[src/rtea_pkg.sv]
// rtea_pkg: constants and shared types of the reverb tail envelope adder.
// No dependencies; every other file takes what it needs by scoped names.
package rtea_pkg;

  // configuration register indexes
  localparam logic CFG_XOVER = 1'b0;
  localparam logic CFG_DECAY = 1'b1;

  localparam int CFG_IDX_W  = 1;
  localparam int CFG_DATA_W = 24;
  localparam int XOVER_W    = 17;
  localparam int DECAY_W    = 24;

  // envelope is Q1.24, so 1.0 needs 25 bits
  localparam int FRAC_W = 24;
  localparam int ENV_W  = 25;
  localparam logic [ENV_W-1:0] ENV_ONE = ENV_W'(1) << FRAC_W;

  // 0.3 in Q0.24
  localparam int GAIN_W = 23;
  localparam logic [GAIN_W-1:0] TAIL_GAIN = GAIN_W'(5033165);

  // half LSB for round half up after a shift by FRAC_W
  localparam int ROUND_HALF = 1 << (FRAC_W - 1);

  // peak at or below this many LSB gets no tail
  localparam int PEAK_FLOOR = 8;

  localparam int QDEPTH = 4;

  typedef struct packed {
    logic full;
    logic empty;
  } qstat_t;

endpackage

[src/rtea_ifs.sv]
// rtea_ifs: valid/ready channel interfaces for samples in, results out and
// configuration writes. Depends on rtea_pkg for the configuration widths.
interface rtea_in_if #(parameter int SB = 24);
  logic          valid;
  logic          ready;
  logic          func;
  logic          first;
  logic [SB-1:0] sample_in;

  modport source (output valid, output func, output first, output sample_in, input ready);
  modport sink   (input valid, input func, input first, input sample_in, output ready);
endinterface

interface rtea_out_if #(parameter int SB = 24);
  logic          valid;
  logic          ready;
  logic [SB-1:0] sample_out;
  logic          clipped;

  modport source (output valid, output sample_out, output clipped, input ready);
  modport sink   (input valid, input sample_out, input clipped, output ready);
endinterface

interface rtea_cfg_if;
  logic                            valid;
  logic                            ready;
  logic [rtea_pkg::CFG_IDX_W-1:0]  index;
  logic [rtea_pkg::CFG_DATA_W-1:0] data;

  modport source (output valid, output index, output data, input ready);
  modport sink   (input valid, input index, input data, output ready);
endinterface

[src/rtea_front.sv]
// rtea_front: accepts samples and config writes, keeps index, peak and envelope,
// and queues apply-pass work for the back end. Depends on rtea_pkg, rtea_ifs.
module rtea_front #(
  parameter int MAX_LEN = 65536,
  parameter int SB      = 24
) (
  input  logic                                 clk,
  input  logic                                 rst,
  rtea_in_if.sink                              din,
  rtea_cfg_if.sink                             cfg,
  input  rtea_pkg::qstat_t                     qstat,
  output logic                                 push,
  output logic [2*SB+rtea_pkg::ENV_W:0]        push_data
);

  localparam int IDX_W = $clog2(MAX_LEN + 1);
  localparam int CMP_W = (IDX_W > rtea_pkg::XOVER_W) ? IDX_W : rtea_pkg::XOVER_W;
  localparam int EP_W  = rtea_pkg::ENV_W + rtea_pkg::DECAY_W;

  logic [rtea_pkg::XOVER_W-1:0] crossover;
  logic [rtea_pkg::DECAY_W-1:0] decay;
  logic [IDX_W-1:0]             sample_index;
  logic [SB-1:0]                peak_level;
  logic [rtea_pkg::ENV_W-1:0]   envelope;

  logic                         accept;
  logic [IDX_W-1:0]             idx_base;
  logic [SB-1:0]                peak_base;
  logic [rtea_pkg::ENV_W-1:0]   env_base;
  logic                         tail_zone;
  logic [SB-1:0]                abs_s;
  logic [EP_W-1:0]              env_prod;
  logic                         add_tail;

  assign din.ready = !qstat.full;
  assign cfg.ready = 1'b1;
  assign accept    = din.valid && din.ready;

  // a first mark restarts the pass before the sample is used
  assign idx_base  = din.first ? '0 : sample_index;
  assign peak_base = (din.first && !din.func) ? '0 : peak_level;
  assign env_base  = (din.first && din.func) ? rtea_pkg::ENV_ONE : envelope;
  assign tail_zone = CMP_W'(idx_base) >= CMP_W'(crossover);

  // most negative sample maps to 2^(SB-1), exact as unsigned
  assign abs_s    = din.sample_in[SB-1] ? (~din.sample_in + SB'(1)) : din.sample_in;
  assign env_prod = EP_W'(env_base) * EP_W'(decay);
  assign add_tail = tail_zone && (peak_level > SB'(rtea_pkg::PEAK_FLOOR));

  assign push      = accept && din.func;
  assign push_data = {din.sample_in, add_tail, peak_level, env_base};

  always_ff @(posedge clk) begin
    if (rst) begin
      crossover <= '0;
      decay     <= '1;
    end else if (cfg.valid && cfg.ready) begin
      unique case (cfg.index)
        rtea_pkg::CFG_XOVER: crossover <= rtea_pkg::XOVER_W'(cfg.data);
        rtea_pkg::CFG_DECAY: decay     <= rtea_pkg::DECAY_W'(cfg.data);
        default:             decay     <= decay;
      endcase
    end
  end

  always_ff @(posedge clk) begin
    if (rst) begin
      sample_index <= '0;
      peak_level   <= '0;
      envelope     <= rtea_pkg::ENV_ONE;
    end else if (accept) begin
      // index saturates at the maximum stream length
      sample_index <= (idx_base < IDX_W'(MAX_LEN)) ? idx_base + IDX_W'(1) : idx_base;
      if (!din.func) begin
        peak_level <= (tail_zone && (abs_s > peak_base)) ? abs_s : peak_base;
      end else begin
        envelope <= tail_zone ? env_prod[EP_W-1:rtea_pkg::FRAC_W] : env_base;
      end
    end
  end

endmodule

[src/rtea_queue.sv]
// rtea_queue: short register queue between front and back end.
// Depends on rtea_pkg for the depth and the status struct.
module rtea_queue #(
  parameter int W = 74
) (
  input  logic             clk,
  input  logic             rst,
  input  logic             push,
  input  logic [W-1:0]     push_data,
  input  logic             pop,
  output logic [W-1:0]     head,
  output rtea_pkg::qstat_t qstat
);

  localparam int DEPTH = rtea_pkg::QDEPTH;
  localparam int PTR_W = $clog2(DEPTH);
  localparam int CNT_W = $clog2(DEPTH + 1);

  logic [W-1:0]     slots [DEPTH];
  logic [PTR_W-1:0] wr_ptr;
  logic [PTR_W-1:0] rd_ptr;
  logic [CNT_W-1:0] count;

  assign head        = slots[rd_ptr];
  assign qstat.full  = count == CNT_W'(DEPTH);
  assign qstat.empty = count == '0;

  always_ff @(posedge clk) begin
    if (push) begin
      slots[wr_ptr] <= push_data;
    end
  end

  always_ff @(posedge clk) begin
    if (rst) begin
      wr_ptr <= '0;
      rd_ptr <= '0;
      count  <= '0;
    end else begin
      if (push) wr_ptr <= wr_ptr + PTR_W'(1);
      if (pop)  rd_ptr <= rd_ptr + PTR_W'(1);
      unique case ({push, pop})
        2'b10:   count <= count + CNT_W'(1);
        2'b01:   count <= count - CNT_W'(1);
        default: count <= count;
      endcase
    end
  end

endmodule

[src/rtea_back.sv]
// rtea_back: two-stage tail datapath, peak times envelope then times gain,
// add and saturate into the output register. Depends on rtea_pkg, rtea_ifs.
module rtea_back #(
  parameter int SB = 24
) (
  input  logic                           clk,
  input  logic                           rst,
  input  rtea_pkg::qstat_t               qstat,
  input  logic [2*SB+rtea_pkg::ENV_W:0]  head,
  output logic                           pop,
  rtea_out_if.source                     dout
);

  localparam int ENV_W = rtea_pkg::ENV_W;
  localparam int FR    = rtea_pkg::FRAC_W;
  localparam int P1_W  = SB + ENV_W;
  localparam int P2_W  = SB + rtea_pkg::GAIN_W + 1;
  localparam int S_W   = SB + 2;

  logic [SB-1:0]    q_sample;
  logic             q_add;
  logic [SB-1:0]    q_peak;
  logic [ENV_W-1:0] q_env;
  logic [P1_W-1:0]  prod1;

  logic             mid_vld;
  logic [SB-1:0]    mid_sample;
  logic             mid_add;
  logic [SB-1:0]    mid_scaled;

  logic [P2_W-1:0]  prod2;
  logic [SB-1:0]    tail;
  logic [S_W-1:0]   sum;
  logic             ovf;
  logic [SB-1:0]    res;
  logic             res_clip;

  logic             out_vld;
  logic [SB-1:0]    out_sample;
  logic             out_clip;
  logic             out_adv;
  logic             mid_adv;

  assign {q_sample, q_add, q_peak, q_env} = head;

  // round half up: scaled = (peak * env + half) >> 24
  assign prod1 = P1_W'(q_peak) * P1_W'(q_env) + P1_W'(rtea_pkg::ROUND_HALF);

  assign prod2 = P2_W'(mid_scaled) * P2_W'(rtea_pkg::TAIL_GAIN)
               + P2_W'(rtea_pkg::ROUND_HALF);
  assign tail  = prod2[FR+SB-1:FR];
  assign sum   = {{2{mid_sample[SB-1]}}, mid_sample} + {2'b00, tail};
  // overflow when the top three bits disagree
  assign ovf   = !((sum[S_W-1:SB-1] == 3'b000) || (sum[S_W-1:SB-1] == 3'b111));

  always_comb begin
    res      = mid_sample;
    res_clip = 1'b0;
    if (mid_add) begin
      res = sum[SB-1:0];
      if (ovf) begin
        res_clip = 1'b1;
        res      = sum[S_W-1] ? {1'b1, {(SB-1){1'b0}}} : {1'b0, {(SB-1){1'b1}}};
      end
    end
  end

  assign out_adv = !out_vld || dout.ready;
  assign mid_adv = !mid_vld || out_adv;
  assign pop     = !qstat.empty && mid_adv;

  assign dout.valid      = out_vld;
  assign dout.sample_out = out_sample;
  assign dout.clipped    = out_clip;

  always_ff @(posedge clk) begin
    if (rst) begin
      mid_vld <= 1'b0;
      out_vld <= 1'b0;
    end else begin
      if (mid_adv) mid_vld <= pop;
      if (out_adv) out_vld <= mid_vld;
    end
  end

  always_ff @(posedge clk) begin
    if (pop) begin
      mid_sample <= q_sample;
      mid_add    <= q_add;
      mid_scaled <= prod1[FR+SB-1:FR];
    end
    if (out_adv && mid_vld) begin
      out_sample <= res;
      out_clip   <= res_clip;
    end
  end

endmodule

[src/reverb_tail_envelope_add_top.sv]
// Reverb tail envelope adder. The front end takes one sample beat per cycle while the
// four-entry queue has room; a measure-pass beat only updates index and peak and gives
// no result, an apply-pass beat gives one result via queue, peak-times-envelope stage
// and gain-add-saturate output register. Sustained rate is one sample per cycle unless
// output stalls, set by the single 25x24 envelope multiply in the front end, which
// must finish before the next apply sample. Write configuration only while no result
// is outstanding. Depends on rtea_pkg, rtea_ifs, rtea_front, rtea_queue, rtea_back.
module reverb_tail_envelope_add_top #(
  parameter int MAX_LEN     = 65536,
  parameter int SAMPLE_BITS = 24
) (
  input  logic       clk,
  input  logic       rst,
  rtea_in_if.sink    din,
  rtea_out_if.source dout,
  rtea_cfg_if.sink   cfg
);

  localparam int QW = 2 * SAMPLE_BITS + rtea_pkg::ENV_W + 1;

  rtea_pkg::qstat_t qstat;
  logic             push;
  logic [QW-1:0]    push_data;
  logic             pop;
  logic [QW-1:0]    head;

  rtea_front #(.MAX_LEN(MAX_LEN), .SB(SAMPLE_BITS)) u_front (
    .clk       (clk),
    .rst       (rst),
    .din       (din),
    .cfg       (cfg),
    .qstat     (qstat),
    .push      (push),
    .push_data (push_data)
  );

  rtea_queue #(.W(QW)) u_queue (
    .clk       (clk),
    .rst       (rst),
    .push      (push),
    .push_data (push_data),
    .pop       (pop),
    .head      (head),
    .qstat     (qstat)
  );

  rtea_back #(.SB(SAMPLE_BITS)) u_back (
    .clk   (clk),
    .rst   (rst),
    .qstat (qstat),
    .head  (head),
    .pop   (pop),
    .dout  (dout)
  );

endmodule

[src/flat_wrapper.sv]
// flat-port wrapper written by rule: the top's interface ports become plain ports
module reverb_tail_envelope_add_top_flat 
#(
  parameter int MAX_LEN     = 65536,
  parameter int SAMPLE_BITS = 24
)
  (clk, rst, din_valid, din_func, din_first, din_sample_in, din_ready, dout_valid, dout_sample_out, dout_clipped, dout_ready, cfg_valid, cfg_index, cfg_data, cfg_ready);
  rtea_in_if din_i ();
  rtea_out_if dout_i ();
  rtea_cfg_if cfg_i ();
  input  logic clk;
  input  logic rst;
  input wire logic [$bits(din_i.valid)-1:0] din_valid;
  input wire logic [$bits(din_i.func)-1:0] din_func;
  input wire logic [$bits(din_i.first)-1:0] din_first;
  input wire logic [$bits(din_i.sample_in)-1:0] din_sample_in;
  output wire logic [$bits(din_i.ready)-1:0] din_ready;
  output wire logic [$bits(dout_i.valid)-1:0] dout_valid;
  output wire logic [$bits(dout_i.sample_out)-1:0] dout_sample_out;
  output wire logic [$bits(dout_i.clipped)-1:0] dout_clipped;
  input wire logic [$bits(dout_i.ready)-1:0] dout_ready;
  input wire logic [$bits(cfg_i.valid)-1:0] cfg_valid;
  input wire logic [$bits(cfg_i.index)-1:0] cfg_index;
  input wire logic [$bits(cfg_i.data)-1:0] cfg_data;
  output wire logic [$bits(cfg_i.ready)-1:0] cfg_ready;
  assign din_i.valid = din_valid;
  assign din_i.func = din_func;
  assign din_i.first = din_first;
  assign din_i.sample_in = din_sample_in;
  assign din_ready = din_i.ready;
  assign dout_valid = dout_i.valid;
  assign dout_sample_out = dout_i.sample_out;
  assign dout_clipped = dout_i.clipped;
  assign dout_i.ready = dout_ready;
  assign cfg_i.valid = cfg_valid;
  assign cfg_i.index = cfg_index;
  assign cfg_i.data = cfg_data;
  assign cfg_ready = cfg_i.ready;
  reverb_tail_envelope_add_top #(.MAX_LEN(MAX_LEN), .SAMPLE_BITS(SAMPLE_BITS)) u_core (.clk(clk), .rst(rst), .din(din_i), .dout(dout_i), .cfg(cfg_i));
endmodule
[config.mk]
export PLATFORM = sky130hd
export DESIGN_NAME = reverb_tail_envelope_add_top_flat
export DESIGN_NICKNAME = d
export VERILOG_FILES = /design/src/rtea_pkg.sv /design/src/rtea_ifs.sv /design/src/rtea_front.sv /design/src/rtea_queue.sv /design/src/rtea_back.sv /design/src/reverb_tail_envelope_add_top.sv /design/src/flat_wrapper.sv
export SDC_FILE = /design/constraint.sdc
export NUM_CORES = 2
export LEC_CHECK = 0
export ABC_AREA = 1
export BUFFER_PORTS_ARGS = -buffer_cell sky130_fd_sc_hd__clkbuf_2
export CORE_UTILIZATION = 25
export DETAILED_ROUTE_END_ITERATION = 8
export PLACE_DENSITY = 0.4
export REMOVE_ABC_BUFFERS = 1
export SLEW_MARGIN = 20
export SYNTH_ARGS = -nofsm -noshare
export SYNTH_HDL_FRONTEND = slang
export SYNTH_SLANG_ARGS = --single-unit
[constraint.sdc]
create_clock -name clk -period 9.2 [get_ports clk]
set_input_delay 0.92 -clock clk [delete_from_list [all_inputs] [get_ports clk]]
set_output_delay 0.92 -clock clk [all_outputs]
set_load 0.005 [all_outputs]
**After elaboration in Yosys (flattened, before gate mapping)**

Memories as Yosys holds them, arrays and structs flattened. A register that Yosys moved wholly into a read port is not among the register bits.
Cells that the tools add are included.

- Bits in registers: 190
- RAM bits: 296
- Output and inout port bits: 28
- Memories: 1

- Add/subtract/negate cells: 9
- $mul: 3
- $lt $le $gt $ge: 4
- Equality and inequality tests: 4
- Mux-type cells: 16
- Bitwise operators: 3
- Reductions and logical operators: 23

Memories:

| name | words | bits a word | rd ports | clocked after Yosys merged registers in | write ports | line | RTL |
|---|---|---|---|---|---|---|---|
| u_core.u_queue.slots | 4 | 74 | 1 | 1 | 1 | rtea_queue.sv:19 | `logic [W-1:0] slots [DEPTH];` |

Operator list:

| kind | number |
|---|---|
| 2-to-1 mux 24 bit | 6 |
| 2-to-1 mux 25 bit | 2 |
| multiplier 25 x 24 -> 49 bit | 1 |
| adder 47 x 24 -> 48 bit, second input constant | 1 |
| adder 48 x 24 -> 48 bit, second input constant | 1 |
| multiplier 24 x 25 -> 48 bit | 1 |
| multiplier 24 x 23 -> 47 bit, second input constant | 1 |
| 2-to-1 mux 17 bit | 2 |
| adder 24 x 25 -> 26 bit | 1 |
| adder 24 x 1 -> 24 bit, second input constant | 1 |
| greater-than comparator 24 bit | 1 |
| greater-than comparator 24 x 4 -> 1 bit, second input constant | 1 |
| NOT 24 bit | 1 |
| adder 17 x 1 -> 17 bit, second input constant | 1 |
| greater-or-equal comparator 17 bit | 1 |
| < comparator 17 bit, second input constant | 1 |
| logical AND 1 bit | 8 |
| AND reduction 2 bit | 4 |
| == test 3 bit, second input constant | 2 |
| zero test 3 bit | 2 |
| case mux 3 bit (2 select lines) | 1 |
| zero test 1 bit | 5 |
| adder 2 x 1 -> 2 bit, second input constant | 2 |
| 2-to-1 mux 2 bit | 2 |
| other kinds (8) | 13 |

**Depth between registers and ports, before layout**

- Depth in word-level cells: 7
- Gate-level depth with buffers: 38
- Gate-level depth less buffers: 37

**Cells and area by module**

Synthesis repeated with hierarchy kept, for this count alone.

- Cell total of the unflattened synthesis: 8606
- Area, all modules: 72156.7 sq um

By module, submodules not included:

| module | times used | cells each | area an instance (sq um) | seq. area each (sq um) |
|---|---|---|---|---|
| rtea_back | 1 | 4245 | 34260.4 | 2262.2 |
| rtea_front | 1 | 3587 | 26489.2 | 2142.1 |
| rtea_queue | 1 | 774 | 11407.2 | 9068.7 |

**Worst setup path after synthesis**

Ideal clock, no wire load.

- Kind: input port to flip-flop
- From: input port din_first
- To: register u_core.u_front.envelope[24] (netlist name)
- Arrival: 7.192 ns
- Data required time: 9.085 ns
- Path slack: 1.893 ns
- Stages on the path: 33
- Buffers on the path: 3
- Path through: buf_6 nand2_4 clkbuf_1 nand2_1 clkinv_1 clkbuf_1 nand2_1 fa_1 inv_1 fa_1 inv_1 fa_1 inv_1 fa_1 inv_1 fa_1 fa_1 inv_1 fa_1 ha_1 nand2_1 nor2_1 inv_1 nor3_1 nand2_1 nand3_1 nand2_1 nand2_1 nand2_1 nand3_1 nand3_1 nand2_1 nand2_1

- Longest elaborated chain between the ends: 4

Ends and longest elaborated chain:

| element | line | RTL |
|---|---|---|
| from (decl) | flat_wrapper.sv:15 | `input wire logic [$bits(din_i.first)-1:0] din_first;` |
| logical AND 1 bit | rtea_front.sv:42 | `assign env_base = (din.first && din.func) ? rtea_pkg::ENV_ONE : envelope;` |
| 2-to-1 mux 25 bit | rtea_front.sv:42 |  |
| net u_core.push_data[7] | reverb_tail_envelope_add_top.sv:23 | `logic [QW-1:0] push_data;` |
| multiplier 25 x 24 -> 49 bit | rtea_front.sv:47 | `assign env_prod = EP_W'(env_base) * EP_W'(decay);` |
| 2-to-1 mux 25 bit | rtea_front.sv:77 | `envelope <= tail_zone ? env_prod[EP_W-1:rtea_pkg::FRAC_W] : env_base;` |
| to (signal assigned) | rtea_front.sv:70 | `envelope <= rtea_pkg::ENV_ONE;` |
| to (signal assigned) | rtea_front.sv:77 |  |
| to (decl) | rtea_front.sv:24 | `logic [rtea_pkg::ENV_W-1:0] envelope;` |

The timed path passes the listed nets, and every way through them passes these cells.
A chain may end at the register's enable or synchronous reset.

**Worst setup path in the final report**

- From: register u_core.u_back.mid_scaled[10]
- To: register u_core.u_back.out_sample[2], in the netlist u_core.u_back.dout.sample_out[2] (data pin)

- Longest elaborated chain between the ends: 7

Ends and longest elaborated chain:

| element | line | RTL |
|---|---|---|
| from (decl) | rtea_back.sv:29 | `logic [SB-1:0] mid_scaled;` |
| from (signal assigned) | rtea_back.sv:90 | `mid_scaled <= prod1[FR+SB-1:FR];` |
| multiplier 24 x 23 -> 47 bit (*) | rtea_back.sv:49 | `assign prod2 = P2_W'(mid_scaled) * P2_W'(rtea_pkg::TAIL_GAIN)` |
| adder 47 x 24 -> 48 bit (*) | rtea_back.sv:50 | `+ P2_W'(rtea_pkg::ROUND_HALF);` |
| adder 24 x 25 -> 26 bit (*) | rtea_back.sv:52 | `assign sum = {{2{mid_sample[SB-1]}}, mid_sample} + {2'b00, tail};` |
| == test 3 bit / zero test 3 bit (equally long branches) | rtea_back.sv:54 | `assign ovf = !((sum[S_W-1:SB-1] == 3'b000) \|\| (sum[S_W-1:SB-1] == 3'b111));` |
| logical OR 1 bit | rtea_back.sv:54 |  |
| 2-to-1 mux 24 bit (*) | rtea_back.sv:61 | `if (ovf) begin` |
| 2-to-1 mux 24 bit (*) | rtea_back.sv:59 | `if (mid_add) begin` |
| net u_core.u_back.res[2] | rtea_back.sv:35 | `logic [SB-1:0] res;` |
| to (signal assigned) | rtea_back.sv:93 | `out_sample <= res;` |
| to (decl) | rtea_back.sv:39 | `logic [SB-1:0] out_sample;` |

The timed path passes the listed nets; every way through them passes the cells marked *.

==> run summary <==
Status: complete, no violations
Total negative slack: 0 ps
Ys Warns: 0
Hold Path Origin: u_core.u_front.envelope[20]$_SDFFE_PP0P_
Clock Pin Slew Worst Setup and Hold Paths: 50 ps
Path depth of the worst reg2reg path: 31
Fmax: 118 MHz
Layout Cells excl Fill: 11,840
Syn-to-layout area delta: 11.5%
R2r setup slk: 720 ps
Worst Setup SP: u_core.u_back.mid_scaled[10]$_DFFE_PP_
FF-to-FF End: u_core.u_back.dout.sample_out[2]$_DFFE_PP_
Vias in the first global route: 57,814
Worst R2R Start: u_core.u_back.mid_scaled[10]$_DFFE_PP_
Proportion of layout cells with a drive suffix above 1: 0.0621
Vias post-DR: 53,102
Kind of critical path: flip-flop to flip-flop
DIE AREA: 282,000 sq um
Synth Register Bits: 488
Critical Path Source Type: flip-flop
Synth Flop Type: edfxtp_1
Worst slew pin tran: 1160 ps
Worst Hold Path EP: u_core.u_front.envelope[20]$_SDFFE_PP0P_
Unique masters post-synth: 63
TritonCTS clock tree: yes
Row Count: 193
First-pass GRT wire length: 366,000 microns
Post-Syn Instances: 7,986
Avg Cell Area, Syn: 8.77 sq um
Worst skew pair latency: 690 ps
Max incr delay on CP: 570 ps
Detailed placer's ending HPWL: 198,000 microns
Synth Cell Area: 70,000 sq um
Initial antenna violation count: 3
Fill cells: 29,771
Clk_skew: 42.2 ps
WP data required: 9620 ps
Fin crit share: 0.922
Clock root cell: clkbuf_16
Antenna-violating nets left: 0
Post-synth ARST share: 0
RSZ-0062 raised after global routing: no
Gr ovfl total: 0
Worst hold stages: 2
All-Layer GR Usage: 0.174
Hold slack: 463 ps
I/O pin count: 84
Port buffer count: 82
Util after Layout: 0.281
H-tree depth: 3
Hold-fix buffers, CTS: 0
Wirelength per Cell: 20.5 microns
Tmin final: 8480 ps
# clock sinks: 488
Initial Utilization: 0.252
CP max stage cell: fa_1
Rel. slew slack: 0.229
Initial DRC Count: 3,025
Post-synth EDFFs: 370
Worst Hold Class: flip-flop to flip-flop
Setup crit end kind: flip-flop
First-pass DRT Iterations: 5
Vias per cell: 4.48
Drc violations: 0
DP Cell Count: 11,715
Largest net degree at the start of global routing: 91
Chip height: 531 microns
Final setup fails: 0
CTS Buffer Depth: 3
Fin nets: 9,992
Most frequent cells in the layout: 1,709 x inv_1, 1,626 x nand2_1, 1,203 x fa_1
Post-synthesis sequential area ratio: 0.192
Critical Path Fanout Max: 23
# Max-Cap Violations: 0
Max Slew Vio Count: 0
Final Hold Viols: 0
CTS Buf Count: 67
CP arrival: 8900 ps
RD Place Congestion: 0.898
Most common cell after layout, fill and taps aside: inv_1
DIE WIDTH: 531 microns
Core area: 277,000 sq um
Final WL: 242,000 microns
[routing by layer]
layer,global-route usage,up-vias,share of wire
met5,0,-,0
met4,0.0378,0,0.022
met3,0.0164,229,0.034
met2,0.310,973,0.50
met1,0.226,27182,0.44
li1,-,24718,-
[logic make-up after synthesis]
family,after synthesis,share of synthesized area
AND/OR/NAND/NOR,2708,0.154
adder cells (fa/ha/maj),1855,0.460
flip-flops,488,0.192
other,1,0.0000535
AO/OA/AOI/OAI,828,0.0711
XOR/XNOR,99,0.0127
buffers and inverters,2007,0.110
[cell type report]
class | instances | area [sq um] | area share
multi-input cells | 5491 | 49000 | 0.628
flip-flops and latches | 488 | 13500 | 0.173
inverters | 1744 | 6550 | 0.0839
well taps | 3705 | 4640 | 0.0594
repair buffers | 289 | 2100 | 0.0269
clock buffers | 80 | 1810 | 0.0231
clock inverters | 42 | 470 | 0.00603
diodes | 1 | 2.50 | 0.0000320
[flip-flops by register name, summed over array words and instances, names as in the netlist, 2 cells and up, named ones only]
name and cells:
u_core.u_back.dout.sample_out 24, u_core.u_back.mid_sample 24, u_core.u_back.mid_scaled 24, u_core.u_front.crossover 17, u_core.u_front.decay 24, u_core.u_front.envelope 25, u_core.u_front.peak_level 24, u_core.u_front.sample_index 17
u_core.u_queue.count 3, u_core.u_queue.rd_ptr 2, u_core.u_queue.slots 296, u_core.u_queue.wr_ptr 2
[cell usage after synthesis (18+ instances only)]
master | count | area, sq um
nand4_1 | 26 | 163
a32oi_2 | 24 | 390
o21a_1 | 18 | 135
o211ai_1 | 37 | 278
o21ai_0 | 207 | 1040
ha_1 | 652 | 8160
a21oi_2 | 21 | 184
a21oi_1 | 377 | 1890
a21o_1 | 21 | 158
clkinv_1 | 25 | 93.8
dfxtp_1 | 118 | 2360
edfxtp_1 | 370 | 11100
a32oi_1 | 21 | 184
nand2_1 | 1626 | 6100
a31oi_1 | 20 | 125
o22ai_1 | 25 | 156
nor2_1 | 765 | 2870
buf_2 | 87 | 435
inv_1 | 1712 | 6430
clkbuf_1 | 159 | 597
nor3_1 | 52 | 260
xor2_1 | 66 | 578
xnor2_1 | 30 | 263
nand3b_1 | 22 | 165
nand3_1 | 169 | 846
fa_1 | 1203 | 24100
[stage by stage]
| stage | worst slack, ps | instance area (sq um) |
|---|---|---|
| 2_1_floorplan | -1290 | 68900 |
| 3_3_place_gp | 569 | 75800 |
| 3_5_place_dp | 567 | 75800 |
| 4_1_cts | 558 | 78100 |
| 5_1_grt | 151 | 78100 |
| 6_report | 716 | 78100 |
[critical path: cells and delay by family (launching register included)]
family | cells | cell delay (ps)
DFF | 1 | 520
AOI/OAI and AO/OA | 6 | 1580
and+or+nand+nor | 8 | 1140
adders and majority gates | 9 | 4010
xor gates and xnor gates | 2 | 280
buffers and inverters | 6 | 710
[worst max-delay path by stage]
| stage | slack [ps] | cells after the start | to |
|---|---|---|---|
| 5_1_grt | 150 | 33 | u_core.u_back.dout.sample_out[2]$_DFFE_PP_ |
| 4_1_cts | 560 | 28 | u_core.u_back.dout.sample_out[2]$_DFFE_PP_ |
| 3_3_place_gp | 570 | 28 | u_core.u_back.dout.sample_out[2]$_DFFE_PP_ |
| 6_report | 720 | 31 | u_core.u_back.dout.sample_out[2]$_DFFE_PP_ |
| 2_1_floorplan | -1290 | 28 | u_core.u_back.mid_scaled[22]$_DFFE_PP_ |
| 3_5_place_dp | 570 | 28 | u_core.u_back.dout.sample_out[2]$_DFFE_PP_ |
[repair_timing]
action | 4_1_cts | 5_1_grt
endpoints found under the setup margin | 0 | 1
gates resized for setup | 0 | 1
setup buffers | 0 | 2
Power is left out: the tool's default activity adds up to more than one toggle a clock period on the data nets, which glitch-free logic cannot reach.
